### src/rtl/assert_macros.svh
// Assertion macros of the ellipse rasterizer RTL, included by the top level.
// Depends on a clock named clock and an active-high reset named reset in scope.
`ifndef ASSERT_MACROS_SVH
`define ASSERT_MACROS_SVH

// Property checked at every clock edge outside reset.
`define ASSERT_CLK(lbl, prop, msg) \
   lbl: assert property (@(posedge clock) disable iff (reset) prop) else $error(msg);

// Condition that must never be seen outside reset.
`define ASSERT_NEVER(lbl, cond, msg) \
   lbl: assert property (@(posedge clock) disable iff (reset) !(cond)) else $error(msg);

// Property checked at every clock edge, reset included.
`define ASSERT_ALWAYS(lbl, prop, msg) \
   lbl: assert property (@(posedge clock) prop) else $error(msg);

`endif

### src/rtl/erb_pkg.sv
// Package of the ellipse rasterizer: command codes, state type, walk widths.
// No dependencies; used by the sequencer, the pixel port and the top level.
`timescale 1ns / 1ps

package erb_pkg;

   // Command codes carried in tuser
   typedef enum logic [1:0] {
      CMD_CLEAR   = 2'd0,
      CMD_PLOT    = 2'd1,
      CMD_ELLIPSE = 2'd2,
      CMD_READ    = 2'd3
   } cmd_type;

   // Outline and interior modes
   localparam logic [1:0] MODE_NONE = 2'd0;
   localparam logic [1:0] MODE_SET  = 2'd2;

   // Register indexes
   localparam logic CSR_WIDTH_IDX  = 1'b0;
   localparam logic CSR_HEIGHT_IDX = 1'b1;

   // Field widths
   localparam int COORD_IN_W = 7;
   localparam int COORD_W    = 10;   // signed walk coordinates
   localparam int SQ_W       = 14;   // square of a 7-bit extent
   localparam int WALK_W     = 40;   // error term and its increments
   localparam int ERR_SHIFT  = 3;    // error scale of 8
   localparam int STEP_SHIFT = 2;    // step scale of 4
   localparam int GUARD_W    = 13;
   localparam int WALK_GUARD = 4096;

   typedef enum logic [3:0] {
      ST_CLEAR,
      ST_IDLE,
      ST_PLOT,
      ST_READ,
      ST_READ_WAIT,
      ST_SETUP_MUL,
      ST_SETUP_ERR,
      ST_CORNER,
      ST_DECIDE,
      ST_FILL,
      ST_YSTEP,
      ST_XSTEP,
      ST_TAIL,
      ST_DONE
   } state_type;

   // One pixel access from the sequencer to the canvas port
   typedef struct packed {
      logic                      valid;
      logic                      write;
      logic                      clear;
      logic signed [COORD_W-1:0] x;
      logic signed [COORD_W-1:0] y;
      logic                      val;
   } pix_req_type;

endpackage

### src/rtl/erb_seq.sv
// Command sequencer: clearing sweep, plot, read and the midpoint ellipse walk.
// Depends on erb_pkg; drives the canvas port at most one pixel per cycle.
`timescale 1ns / 1ps

module erb_seq #(
   parameter int MAX_WIDTH  = 128,
   parameter int MAX_HEIGHT = 128
) (
   input  logic                 clock,
   input  logic                 reset,
   input  logic                 req_tvalid,
   output logic                 req_tready,
   input  logic [39:0]          req_tdata,
   input  logic [1:0]           req_tuser,
   output logic                 rsp_tvalid,
   input  logic                 rsp_tready,
   output logic                 rsp_read_value,
   output logic                 rsp_out_of_range,
   output erb_pkg::pix_req_type pix,
   output logic [$clog2(MAX_WIDTH*MAX_HEIGHT)-1:0] clr_addr,
   input  logic                 pix_inside,
   input  logic                 rd_bit
);
   import erb_pkg::*;

   localparam int DEPTH  = MAX_WIDTH * MAX_HEIGHT;
   localparam int ADDR_W = $clog2(DEPTH);

   typedef logic signed [COORD_W-1:0] crd_type;
   typedef logic signed [WALK_W-1:0]  walk_type;

   state_type state_ff, state_in;
   logic [ADDR_W-1:0] clr_addr_ff, clr_addr_in;
   logic clr_cmd_ff, clr_cmd_in;
   logic [1:0] edge_ff, edge_in, fill_ff, fill_in, sub_ff, sub_in;
   logic pv_ff, pv_in, oor_ff, oor_in, rv_ff, rv_in;
   crd_type x0_ff, x0_in, x1_ff, x1_in, y0_ff, y0_in, y1_ff, y1_in, xr_ff, xr_in;
   logic [COORD_IN_W-1:0] a_ff, a_in, b_ff, b_in;
   logic [SQ_W-1:0] asq_ff, asq_in, bsq_ff, bsq_in;
   walk_type dx_ff, dx_in, dy_ff, dy_in, err_ff, err_in, e2_ff, e2_in;
   logic [GUARD_W-1:0] guard_ff, guard_in;
   logic rsp_valid_ff, rsp_valid_in, rsp_rv_ff, rsp_rv_in, rsp_oor_ff, rsp_oor_in;

   // Input fields
   logic [COORD_IN_W-1:0] f_xa, f_ya, f_xb, f_yb, lo_x, hi_x, lo_y;
   logic [1:0] f_edge, f_fill;
   logic       f_pv;

   // Walk helpers
   logic signed [8:0]  one_m_a;
   logic signed [23:0] mul_dx;
   walk_type a_inc, b_inc, dx_c, dy_c, e2_c, err2_c;
   logic     bodd, xcond, ev, fv;
   crd_type  x0_n, x1_n, ydiff;

   assign f_xa   = req_tdata[6:0];
   assign f_ya   = req_tdata[13:7];
   assign f_xb   = req_tdata[20:14];
   assign f_yb   = req_tdata[27:21];
   assign f_edge = req_tdata[29:28];
   assign f_fill = req_tdata[31:30];
   assign f_pv   = req_tdata[32];

   assign lo_x = (f_xa < f_xb) ? f_xa : f_xb;
   assign hi_x = (f_xa < f_xb) ? f_xb : f_xa;
   assign lo_y = (f_ya < f_yb) ? f_ya : f_yb;

   assign bodd    = b_ff[0];
   assign a_inc   = WALK_W'({asq_ff, {ERR_SHIFT{1'b0}}});
   assign b_inc   = WALK_W'({bsq_ff, {ERR_SHIFT{1'b0}}});
   assign one_m_a = 9'sd1 - $signed({2'b00, a_ff});
   assign mul_dx  = one_m_a * $signed({1'b0, bsq_ff});
   assign dx_c    = WALK_W'(mul_dx) <<< STEP_SHIFT;
   assign dy_c    = bodd ? WALK_W'({asq_ff, 3'b000}) : WALK_W'({asq_ff, 2'b00});
   assign e2_c    = err_ff <<< 1;
   assign err2_c  = err_ff <<< 1;
   assign xcond   = (e2_ff >= dx_ff) || (err2_c > dy_ff);
   assign x0_n    = xcond ? x0_ff + crd_type'(1) : x0_ff;
   assign x1_n    = xcond ? x1_ff - crd_type'(1) : x1_ff;
   assign ydiff   = y0_ff - y1_ff;
   assign ev      = (edge_ff == MODE_SET);
   assign fv      = (fill_ff == MODE_SET);

   // State and datapath registers
   always_ff @(posedge clock) begin
      if (reset) begin
         state_ff     <= ST_CLEAR;
         clr_addr_ff  <= '0;
         clr_cmd_ff   <= 1'b0;
         rsp_valid_ff <= 1'b0;
         dx_ff        <= '0;
         dy_ff        <= '0;
         err_ff       <= '0;
      end else begin
         state_ff     <= state_in;
         clr_addr_ff  <= clr_addr_in;
         clr_cmd_ff   <= clr_cmd_in;
         rsp_valid_ff <= rsp_valid_in;
         dx_ff        <= dx_in;
         dy_ff        <= dy_in;
         err_ff       <= err_in;
      end
      edge_ff    <= edge_in;
      fill_ff    <= fill_in;
      sub_ff     <= sub_in;
      pv_ff      <= pv_in;
      oor_ff     <= oor_in;
      rv_ff      <= rv_in;
      x0_ff      <= x0_in;
      x1_ff      <= x1_in;
      y0_ff      <= y0_in;
      y1_ff      <= y1_in;
      xr_ff      <= xr_in;
      a_ff       <= a_in;
      b_ff       <= b_in;
      asq_ff     <= asq_in;
      bsq_ff     <= bsq_in;
      e2_ff      <= e2_in;
      guard_ff   <= guard_in;
      rsp_rv_ff  <= rsp_rv_in;
      rsp_oor_ff <= rsp_oor_in;
   end

   // Next state, walk arithmetic and pixel requests
   always_comb begin
      state_in     = state_ff;
      clr_addr_in  = clr_addr_ff;
      clr_cmd_in   = clr_cmd_ff;
      edge_in      = edge_ff;
      fill_in      = fill_ff;
      sub_in       = sub_ff;
      pv_in        = pv_ff;
      oor_in       = oor_ff;
      rv_in        = rv_ff;
      x0_in        = x0_ff;
      x1_in        = x1_ff;
      y0_in        = y0_ff;
      y1_in        = y1_ff;
      xr_in        = xr_ff;
      a_in         = a_ff;
      b_in         = b_ff;
      asq_in       = asq_ff;
      bsq_in       = bsq_ff;
      dx_in        = dx_ff;
      dy_in        = dy_ff;
      err_in       = err_ff;
      e2_in        = e2_ff;
      guard_in     = guard_ff;
      rsp_valid_in = rsp_valid_ff && !rsp_tready;
      rsp_rv_in    = rsp_rv_ff;
      rsp_oor_in   = rsp_oor_ff;
      req_tready   = 1'b0;
      pix          = '0;

      case (state_ff)
         ST_CLEAR: begin
            pix.clear   = 1'b1;
            clr_addr_in = clr_addr_ff + ADDR_W'(1);
            if (clr_addr_ff == ADDR_W'(DEPTH - 1)) begin
               clr_addr_in = '0;
               state_in    = clr_cmd_ff ? ST_DONE : ST_IDLE;
            end
         end
         ST_IDLE: begin
            req_tready = 1'b1;
            if (req_tvalid) begin
               oor_in  = 1'b0;
               rv_in   = 1'b0;
               edge_in = f_edge;
               fill_in = f_fill;
               pv_in   = f_pv;
               case (cmd_type'(req_tuser))
                  CMD_CLEAR: begin
                     clr_cmd_in = 1'b1;
                     state_in   = ST_CLEAR;
                  end
                  CMD_PLOT: begin
                     x0_in    = crd_type'(f_xa);
                     y0_in    = crd_type'(f_ya);
                     state_in = ST_PLOT;
                  end
                  CMD_ELLIPSE: begin
                     a_in     = hi_x - lo_x;
                     b_in     = (f_ya > f_yb) ? f_ya - f_yb : f_yb - f_ya;
                     x0_in    = crd_type'(lo_x);
                     x1_in    = crd_type'(hi_x);
                     y0_in    = crd_type'(lo_y) + crd_type'((b_in + 8'd1) >> 1);
                     y1_in    = y0_in - crd_type'(b_in[0]);
                     state_in = ST_SETUP_MUL;
                  end
                  CMD_READ: begin
                     x0_in    = crd_type'(f_xa);
                     y0_in    = crd_type'(f_ya);
                     state_in = ST_READ;
                  end
                  default: state_in = ST_IDLE;
               endcase
            end
         end
         ST_PLOT: begin
            pix.valid = 1'b1;
            pix.write = 1'b1;
            pix.x     = x0_ff;
            pix.y     = y0_ff;
            pix.val   = pv_ff;
            oor_in    = !pix_inside;
            state_in  = ST_DONE;
         end
         ST_READ: begin
            pix.valid = 1'b1;
            pix.x     = x0_ff;
            pix.y     = y0_ff;
            oor_in    = !pix_inside;
            state_in  = ST_READ_WAIT;
         end
         ST_READ_WAIT: begin
            rv_in    = rd_bit && !oor_ff;
            state_in = ST_DONE;
         end
         ST_SETUP_MUL: begin
            asq_in   = a_ff * a_ff;
            bsq_in   = b_ff * b_ff;
            state_in = ST_SETUP_ERR;
         end
         ST_SETUP_ERR: begin
            dx_in    = dx_c;
            dy_in    = dy_c;
            err_in   = dx_c + dy_c + (bodd ? WALK_W'(asq_ff) : '0);
            guard_in = '0;
            sub_in   = '0;
            state_in = ST_CORNER;
         end
         // Four outline pixels of the current step, skipped when the edge mode is none
         ST_CORNER: begin
            if (edge_ff == MODE_NONE) begin
               state_in = ST_DECIDE;
            end else begin
               pix.valid = 1'b1;
               pix.write = 1'b1;
               pix.val   = ev;
               pix.x     = (sub_ff == 2'd0 || sub_ff == 2'd3) ? x1_ff : x0_ff;
               pix.y     = sub_ff[1] ? y1_ff : y0_ff;
               sub_in    = sub_ff + 2'd1;
               if (sub_ff == 2'd3) begin
                  state_in = ST_DECIDE;
               end
            end
         end
         ST_DECIDE: begin
            e2_in = e2_c;
            if (e2_c <= dy_ff) begin
               xr_in    = x0_ff + crd_type'(1);
               sub_in   = '0;
               state_in = (fill_ff != MODE_NONE) ? ST_FILL : ST_YSTEP;
            end else begin
               state_in = ST_XSTEP;
            end
         end
         // Interior span on both rows, one pixel a cycle
         ST_FILL: begin
            if (xr_ff < x1_ff) begin
               pix.valid = 1'b1;
               pix.write = 1'b1;
               pix.val   = fv;
               pix.x     = xr_ff;
               pix.y     = sub_ff[0] ? y1_ff : y0_ff;
               sub_in    = {1'b0, !sub_ff[0]};
               if (sub_ff[0]) begin
                  xr_in = xr_ff + crd_type'(1);
               end
            end else begin
               state_in = ST_YSTEP;
            end
         end
         ST_YSTEP: begin
            y0_in    = y0_ff + crd_type'(1);
            y1_in    = y1_ff - crd_type'(1);
            dy_in    = dy_ff + a_inc;
            err_in   = err_ff + dy_ff + a_inc;
            state_in = ST_XSTEP;
         end
         ST_XSTEP: begin
            x0_in    = x0_n;
            x1_in    = x1_n;
            guard_in = guard_ff + GUARD_W'(1);
            sub_in   = '0;
            if (xcond) begin
               dx_in  = dx_ff + b_inc;
               err_in = err_ff + dx_ff + b_inc;
            end
            if (x0_n <= x1_n && guard_ff < GUARD_W'(WALK_GUARD - 1)) begin
               state_in = ST_CORNER;
            end else begin
               state_in = (edge_ff == MODE_NONE) ? ST_DONE : ST_TAIL;
            end
         end
         // Flat-ellipse tail: side pixels just outside the last span
         ST_TAIL: begin
            pix.write = 1'b1;
            pix.val   = ev;
            pix.x     = sub_ff[0] ? x1_ff + crd_type'(1) : x0_ff - crd_type'(1);
            pix.y     = sub_ff[1] ? y1_ff : y0_ff;
            sub_in    = sub_ff + 2'd1;
            case (sub_ff)
               2'd0: begin
                  if (ydiff < $signed({3'b000, b_ff})) begin
                     pix.valid = 1'b1;
                  end else begin
                     sub_in   = '0;
                     state_in = ST_DONE;
                  end
               end
               2'd1: begin
                  pix.valid = 1'b1;
                  y0_in     = y0_ff + crd_type'(1);
               end
               2'd2: pix.valid = 1'b1;
               2'd3: begin
                  pix.valid = 1'b1;
                  y1_in     = y1_ff - crd_type'(1);
               end
               default: sub_in = '0;
            endcase
         end
         ST_DONE: begin
            if (!rsp_valid_ff || rsp_tready) begin
               rsp_valid_in = 1'b1;
               rsp_rv_in    = rv_ff;
               rsp_oor_in   = oor_ff;
               clr_cmd_in   = 1'b0;
               state_in     = ST_IDLE;
            end
         end
         default: state_in = ST_IDLE;
      endcase
   end

   assign clr_addr         = clr_addr_ff;
   assign rsp_tvalid       = rsp_valid_ff;
   assign rsp_read_value   = rsp_rv_ff;
   assign rsp_out_of_range = rsp_oor_ff;

endmodule

### config.mk
export PLATFORM = sky130hd
export DESIGN_NAME = erb_seq
export DESIGN_NICKNAME = d
export VERILOG_FILES = /design/src/rtl/assert_macros.svh /design/src/rtl/erb_pkg.sv /design/src/rtl/erb_seq.sv
export SDC_FILE = /design/constraint.sdc
export NUM_CORES = 2
export LEC_CHECK = 0
export BUFFER_PORTS_ARGS = -buffer_cell sky130_fd_sc_hd__buf_2
export CAP_MARGIN = 20
export CELL_PAD_IN_SITES_DETAIL_PLACEMENT = 0
export CELL_PAD_IN_SITES_GLOBAL_PLACEMENT = 1
export CORE_MARGIN = 2
export CORE_UTILIZATION = 25
export CTS_CLUSTER_SIZE = 12
export DETAILED_ROUTE_END_ITERATION = 16
export PLACE_DENSITY = 0.55
export SLEW_MARGIN = 20
export SYNTH_ARGS = -nofsm -noshare
export SYNTH_HDL_FRONTEND = slang
export SYNTH_SLANG_ARGS = --single-unit
### constraint.sdc
create_clock -name clock -period 17.29 [get_ports clock]
set_input_delay 3.458 -clock clock [delete_from_list [all_inputs] [get_ports clock]]
set_output_delay 3.458 -clock clock [all_outputs]
set_load 0.02 [all_outputs]
* Word level (Yosys, flattened, before mapping)
Cells that the tools add are included.
** Storage, ports and cells
- Bits in registers :: 295
- Input port bits :: 48
- Output and inout bits :: 42
- Word-level logic and storage cells :: 230
** Cells by class
- Add/subtract/negate cells :: 26
- Multipliers :: 3
- Order comparisons :: 10
- Eq/ne operators :: 39
- Mux-type cells :: 79
- Reductions and logical operators :: 47
** Operators by type and width (count)
- $mux W10 :: 17
- $add A40 B18 Y40 :: 4
- $pmux W40 S2 :: 2
- $pmux W40 S3 :: 1
- $pmux W10 S2 :: 5
- $add A40 B40 Y40 :: 2
- $mux W40 :: 2
- $pmux W20 S4 :: 1
- $pmux W10 S3 :: 2
- $pmux W4 S13 :: 1
- $mux W21 :: 2
- $add A10 B2 Y10 const B :: 4
- $ge A40 B40 Y1 :: 1
- $gt A40 B40 Y1 :: 1
- $le A40 B40 Y1 :: 1
- $mux W4 :: 10
- $sub A10 B2 Y10 const B :: 3
- $mul A7 B7 Y14 :: 2
- $mux W14 :: 2
- $mux W7 :: 4
- $add A26 B15 Y27 :: 1
- $add A25 B18 Y26 :: 1
- $ne A2 B2 Y1 const B :: 13
- $pmux W13 S2 :: 1
- 47 further kinds :: 121

* Logic depth before layout (Yosys ltp)
- Depth after elaboration :: 8
- Depth in mapped cells :: 33
- Mapped depth without buffers :: 31

* Worst setup path before layout
Ideal clock, no wire load.
- Path kind :: register to register
- Start point :: register a_ff[1]
- End point :: register err_ff[32]
- Setup time :: 0.074 ns
- Arrival :: 7.349 ns
- Data required time :: 17.216 ns
- Path slack :: 9.867 ns
- Cell stages (with the launch flop) :: 34
- Buffers on the path :: 3
- Period minus slack after synthesis :: 7.423 ns
- Cell sequence :: edfxtp_1 > clkbuf_1 > inv_1 > ha_1 > nand2_1 > nor3_1 > clkbuf_1 > inv_1 > fa_1 > inv_1 > fa_1 > inv_1 > fa_1 > inv_1 > fa_1 > inv_1 > ha_1 > o21ai_0 > o21bai_1 > a21oi_1 > xnor2_1 > fa_1 > ha_1 > a21oi_1 > nand2_1 > a221o_1 > nor4_1 > o31ai_1 > nand2_1 > nor2_1 > and3_1 > o21a_1 > buf_2 > a31oi_1
** Between the ends
- Cells in the longest elaborated chain, start to end :: 5
** Ends and longest elaborated chain
- start, declared :: RTL line erb_seq.sv:38 : logic [COORD_IN_W-1:0] a_ff, a_in, b_ff, b_in;
- start signal, assigned :: RTL line erb_seq.sv:114 : a_ff <= a_in;
- $sub A1 B7 Y8 :: RTL line erb_seq.sv:71 : assign one_m_a = 9'sd1 - $signed({2'b00, a_ff});
- $mul A8 B15 Y23 :: RTL line erb_seq.sv:72 : assign mul_dx = one_m_a * $signed({1'b0, bsq_ff});
- $add A25 B18 Y26 :: RTL line erb_seq.sv:228 : err_in = dx_c + dy_c + (bodd ? WALK_W'(asq_ff) : '0);
- $add A26 B15 Y27 :: RTL line erb_seq.sv:228
- $pmux W40 S3 :: RTL line erb_seq.sv:155 : case (state_ff)
- end signal, assigned :: RTL line erb_seq.sv:101 : err_ff <= err_in;
- end, declared :: RTL line erb_seq.sv:40 : walk_type dx_ff, dx_in, dy_ff, dy_in, err_ff, err_in, e2_ff, e2_in;
Every way passes these cells.
A chain may end at the register's enable or synchronous reset.

* Worst setup path in the final report
- Start point :: register a_ff[1]
- End point :: register err_ff[38]
The elaborated chain is that of the path after synthesis.

==> flow_metrics.py <==
metrics = {
    "floorplanning": {
        "io_pins": 90,
        "fp.dieW_um": 355,
        "row_count": 128,
        "dieArea_um2": 126000,
        "initial_core_util_pct": 25.2,
        "die_h_um": 355,
        "coreArea_um2": 122000,
    },
    "critical_path": {
        "r2r-start": "a_ff[1]",
        "reg2reg_depth": 31,
        "r2r_end": "err_ff[38]",
        "required_ns": 17.76,
        "cpLargestDelayFamily": "adder cells",
        "critical_path_class": "reg2reg",
        "worst-path-stages": 31,
        "critPathCaptureType": "flop",
        "cp.arrival_ns": 9.21,
        "reg2reg_setup_slack_ns": 8.55,
        "crit_top_cell": "fa_1",
        "slowest_stage": "xor2_2",
        "crit_start": "a_ff[1]",
        "critPathMaxFanout": 22,
        "worst-path-buf-inv": 5,
        "cpPeakStageDelay_ns": 0.55,
        "crit_path_start_kind": "flop",
        "worstSetupEndpoint": "err_ff[38]",
    },
    "synthesis": {
        "synth-edff-count": 152,
        "yosysSeqAreaShare_pct": 23.6,
        "synthCells": 3608,
        "avgSynthCellArea_um2": 8.55,
        "synth.distinct_cells": 83,
        "syn_area_um2": 30900,
        "synthArstFlopShare_pct": 0,
        "synth_seq_cells": 287,
        "ys_warn_count": 0,
        "ys.flop_type": "edfxtp_1",
    },
    "global_routing": {
        "antenna_found_initial": 4,
        "grt_pass1_vias": 25700,
        "overflow": 0,
        "grt_max_degree": 55,
        "grtUsageTotal_pct": 15.5,
        "grt_pass1_wl_um": 154000,
    },
    "route": {
        "wl_um": 98600,
        "ant_nets": 0,
        "drt-initial-drc-count": 1641,
        "vias": 25800,
        "avgRoutedWirePerCell_um": 18.5,
        "drc": 0,
        "drt_pass1_iterations": 7,
        "vias_per_cell": 4.84,
    },
    "min_path": {
        "hold_path.startpoint": "rv_ff",
        "hold_class": "reg2reg",
    },
    "timing": {
        "fin_ws_ns": 8.55,
        "hold_viol": 0,
        "timing.slew.headroom_pct": 22.7,
        "grt_setup_unrepaired": "false",
        "final.setup.tns_ns": 0,
        "finalClockSkew_ns": 0.0420,
        "min_period_ns": 8.74,
        "max_freq_mhz": 114,
        "setup_viol_count_final": 0,
        "period_share_pct": 50.6,
        "finalMaxSlewViolations": 0,
        "tightest_slew_ns": 1.15,
    },
    "place": {
        "pre_cts_slack_ns": 8.10,
        "io_buffers": 82,
        "dpl.hpwl_um": 76700,
        "placed_area_um2": 33300,
        "gp_congestion": 0.814,
    },
    "clock_tree": {
        "cts_resized": 0,
        "cts_num_sinks": 287,
        "clk_pin_slew_worst_paths_ns": 0.06,
        "root_buffer": "clkbuf_16",
        "h-tree-depth": 2,
        "clockBufferDepth": 3,
        "cts-hold-fix-buffers": 0,
        "cts_setup_buffers": 0,
        "clk_latency_ns": 0.62,
        "tritoncts": "built",
        "numCtsBuffers": 43,
    },
    "finish": {
        "nFillCells": 13100,
        "layout_commonest_cell": "ha_1",
        "nets": 4285,
        "fin_area_um2": 34800,
        "area_growth_pct": 12.8,
        "drive_above_1_share_pct": 6.77,
        "final_cell_mix": "ha_1 (419), inv_1 (352), nor2_1 (305)",
    },
    "pwr": {
        "p_per_area_nw_per_um2": 155,
        "power.leakage_nw": 15.1,
        "vdd_drop_max_uv": 169,
    },
    "run_status": {
        "outcome": "completed",
    },
    "flow_run": {
        "drv_cap": 0,
    },
}
-- flip-flops by register name (all words and copies together), names as in the netlist, 2 cells and up --
register  cells
fill_ff       2
xr_ff        10
sub_ff        2
dy_ff        38
clr_addr     14
y0_ff        10
edge_ff       2
x0_ff        10
asq_ff       13
err_ff       39
b_ff          7
a_ff          7
dx_ff        38
x1_ff        10
e2_ff        38
bsq_ff       13
guard_ff     13
y1_ff        10
state_ff      4
-- per-layer routing --
metal	up-vias	share of wire [%]	GRT usage (%)
met2	361	44	24.4
met5	-	0	0
met1	12400	50	22.2
met3	107	3.1	1.71
li1	12900	-	-
met4	0	2.8	4.52
-- cell families (layout without fill, tap and decap cells) --
family,after synthesis,in the layout,share of synthesized area [%]
other,2,10,0.0243
flip-flops,287,287,23.6
adder cells (fa/ha/maj),564,564,26.4
multiplexers,40,40,1.32
XOR/XNOR,262,262,7.46
buffers and inverters,467,561,5.73
AND/OR/NAND/NOR,1080,1080,16.7
AO/OA/AOI/OAI,906,906,18.8
-- final cells by class --
cell class / instances / area, um2 / area share [%]
Inverter: 353 / 1330 / 3.81
Sequential cell: 287 / 7270 / 20.9
Antenna cell: 2 / 5.00 / 0.0144
Timing Repair Buffer: 128 / 758 / 2.18
Clock buffer: 59 / 1270 / 3.65
Clock inverter: 21 / 243 / 0.697
Multi-Input combinational cell: 2860 / 21900 / 62.9
Tap cell: 1625 / 2030 / 5.84
-- where the power goes --
group          leakage, nW  total (W)  internal [W]  switching [W]
clock network        0.718   0.000948      0.000564       0.000384
logic                 11.9    0.00351       0.00141        0.00211
registers             2.47   0.000925      0.000828      0.0000975
total                 15.1    0.00539       0.00280        0.00259
-- worst reg2reg max path: cells and delay by family, from the launching register on --
family / cells / cell delay [ns]
adders and majority gates: 8 / 3.54
and+or+nand+nor: 10 / 1.48
AOI/OAI and AO/OA: 6 / 1.40
xor gates and xnor gates: 2 / 1.07
buffers and inverters: 5 / 0.77
DFF: 1 / 0.31
-- Yosys cell counts, types with 9 or more instances --
cell	count	area share (%)
o211ai_1	18	0.44
edfxtp_1	152	15
clkbuf_1	98	1.2
nand2b_1	34	0.69
a21o_1	78	1.9
nand2_1	270	3.3
nor4_1	20	0.41
o21a_1	34	0.83
a222oi_1	16	0.52
nand3_1	104	1.7
a311oi_1	10	0.28
nor2_1	309	3.8
buf_2	9	0.15
fa_1	145	9.4
ha_1	419	17
a211oi_1	71	1.7
nor2b_1	40	0.81
nand4_1	32	0.65
dfxtp_1	135	8.8
xnor2_1	165	4.7
and3_1	43	0.87
or3_1	19	0.39
a22oi_1	14	0.34
and2_1	88	1.8
a221oi_1	14	0.40
a31oi_1	30	0.61
or2_2	16	0.32
xor2_1	96	2.7
o21bai_1	24	0.58
o221ai_1	9	0.26
o31ai_1	15	0.36
mux2i_1	35	1.1
o22ai_1	19	0.39
a21oi_1	271	4.4
o21ai_0	195	3.2
inv_1	353	4.3
a22o_1	11	0.31
a211o_1	9	0.26
nor3_1	73	1.2
-- worst min-delay path by stage --
stage / endpoint / slack [ns] / cells past startpoint
after floorplan: rsp_read_value / 0.40 / 0
after global placement: rsp_read_value / 0.43 / 0
after detailed placement: rsp_read_value / 0.42 / 0
after CTS: rsp_read_value / 0.43 / 0
after global routing: rsp_read_value / 0.45 / 0
final: rsp_read_value / 0.43 / 0
-- through the flow --
stage	hold slack [ns]	utilization (%)	std cells	total power (W)
final	0.429	28.5	5335	0.00539
after global routing	0.446	28.5	5333	0.00590
after CTS	0.432	28.5	5332	0.00546
after detailed placement	0.417	27.2	5252	0.00446
after global placement	0.430	27.2	5252	0.00447
after floorplan	0.400	-	3614	0.00351
Power figures use the tool's default switching activity.
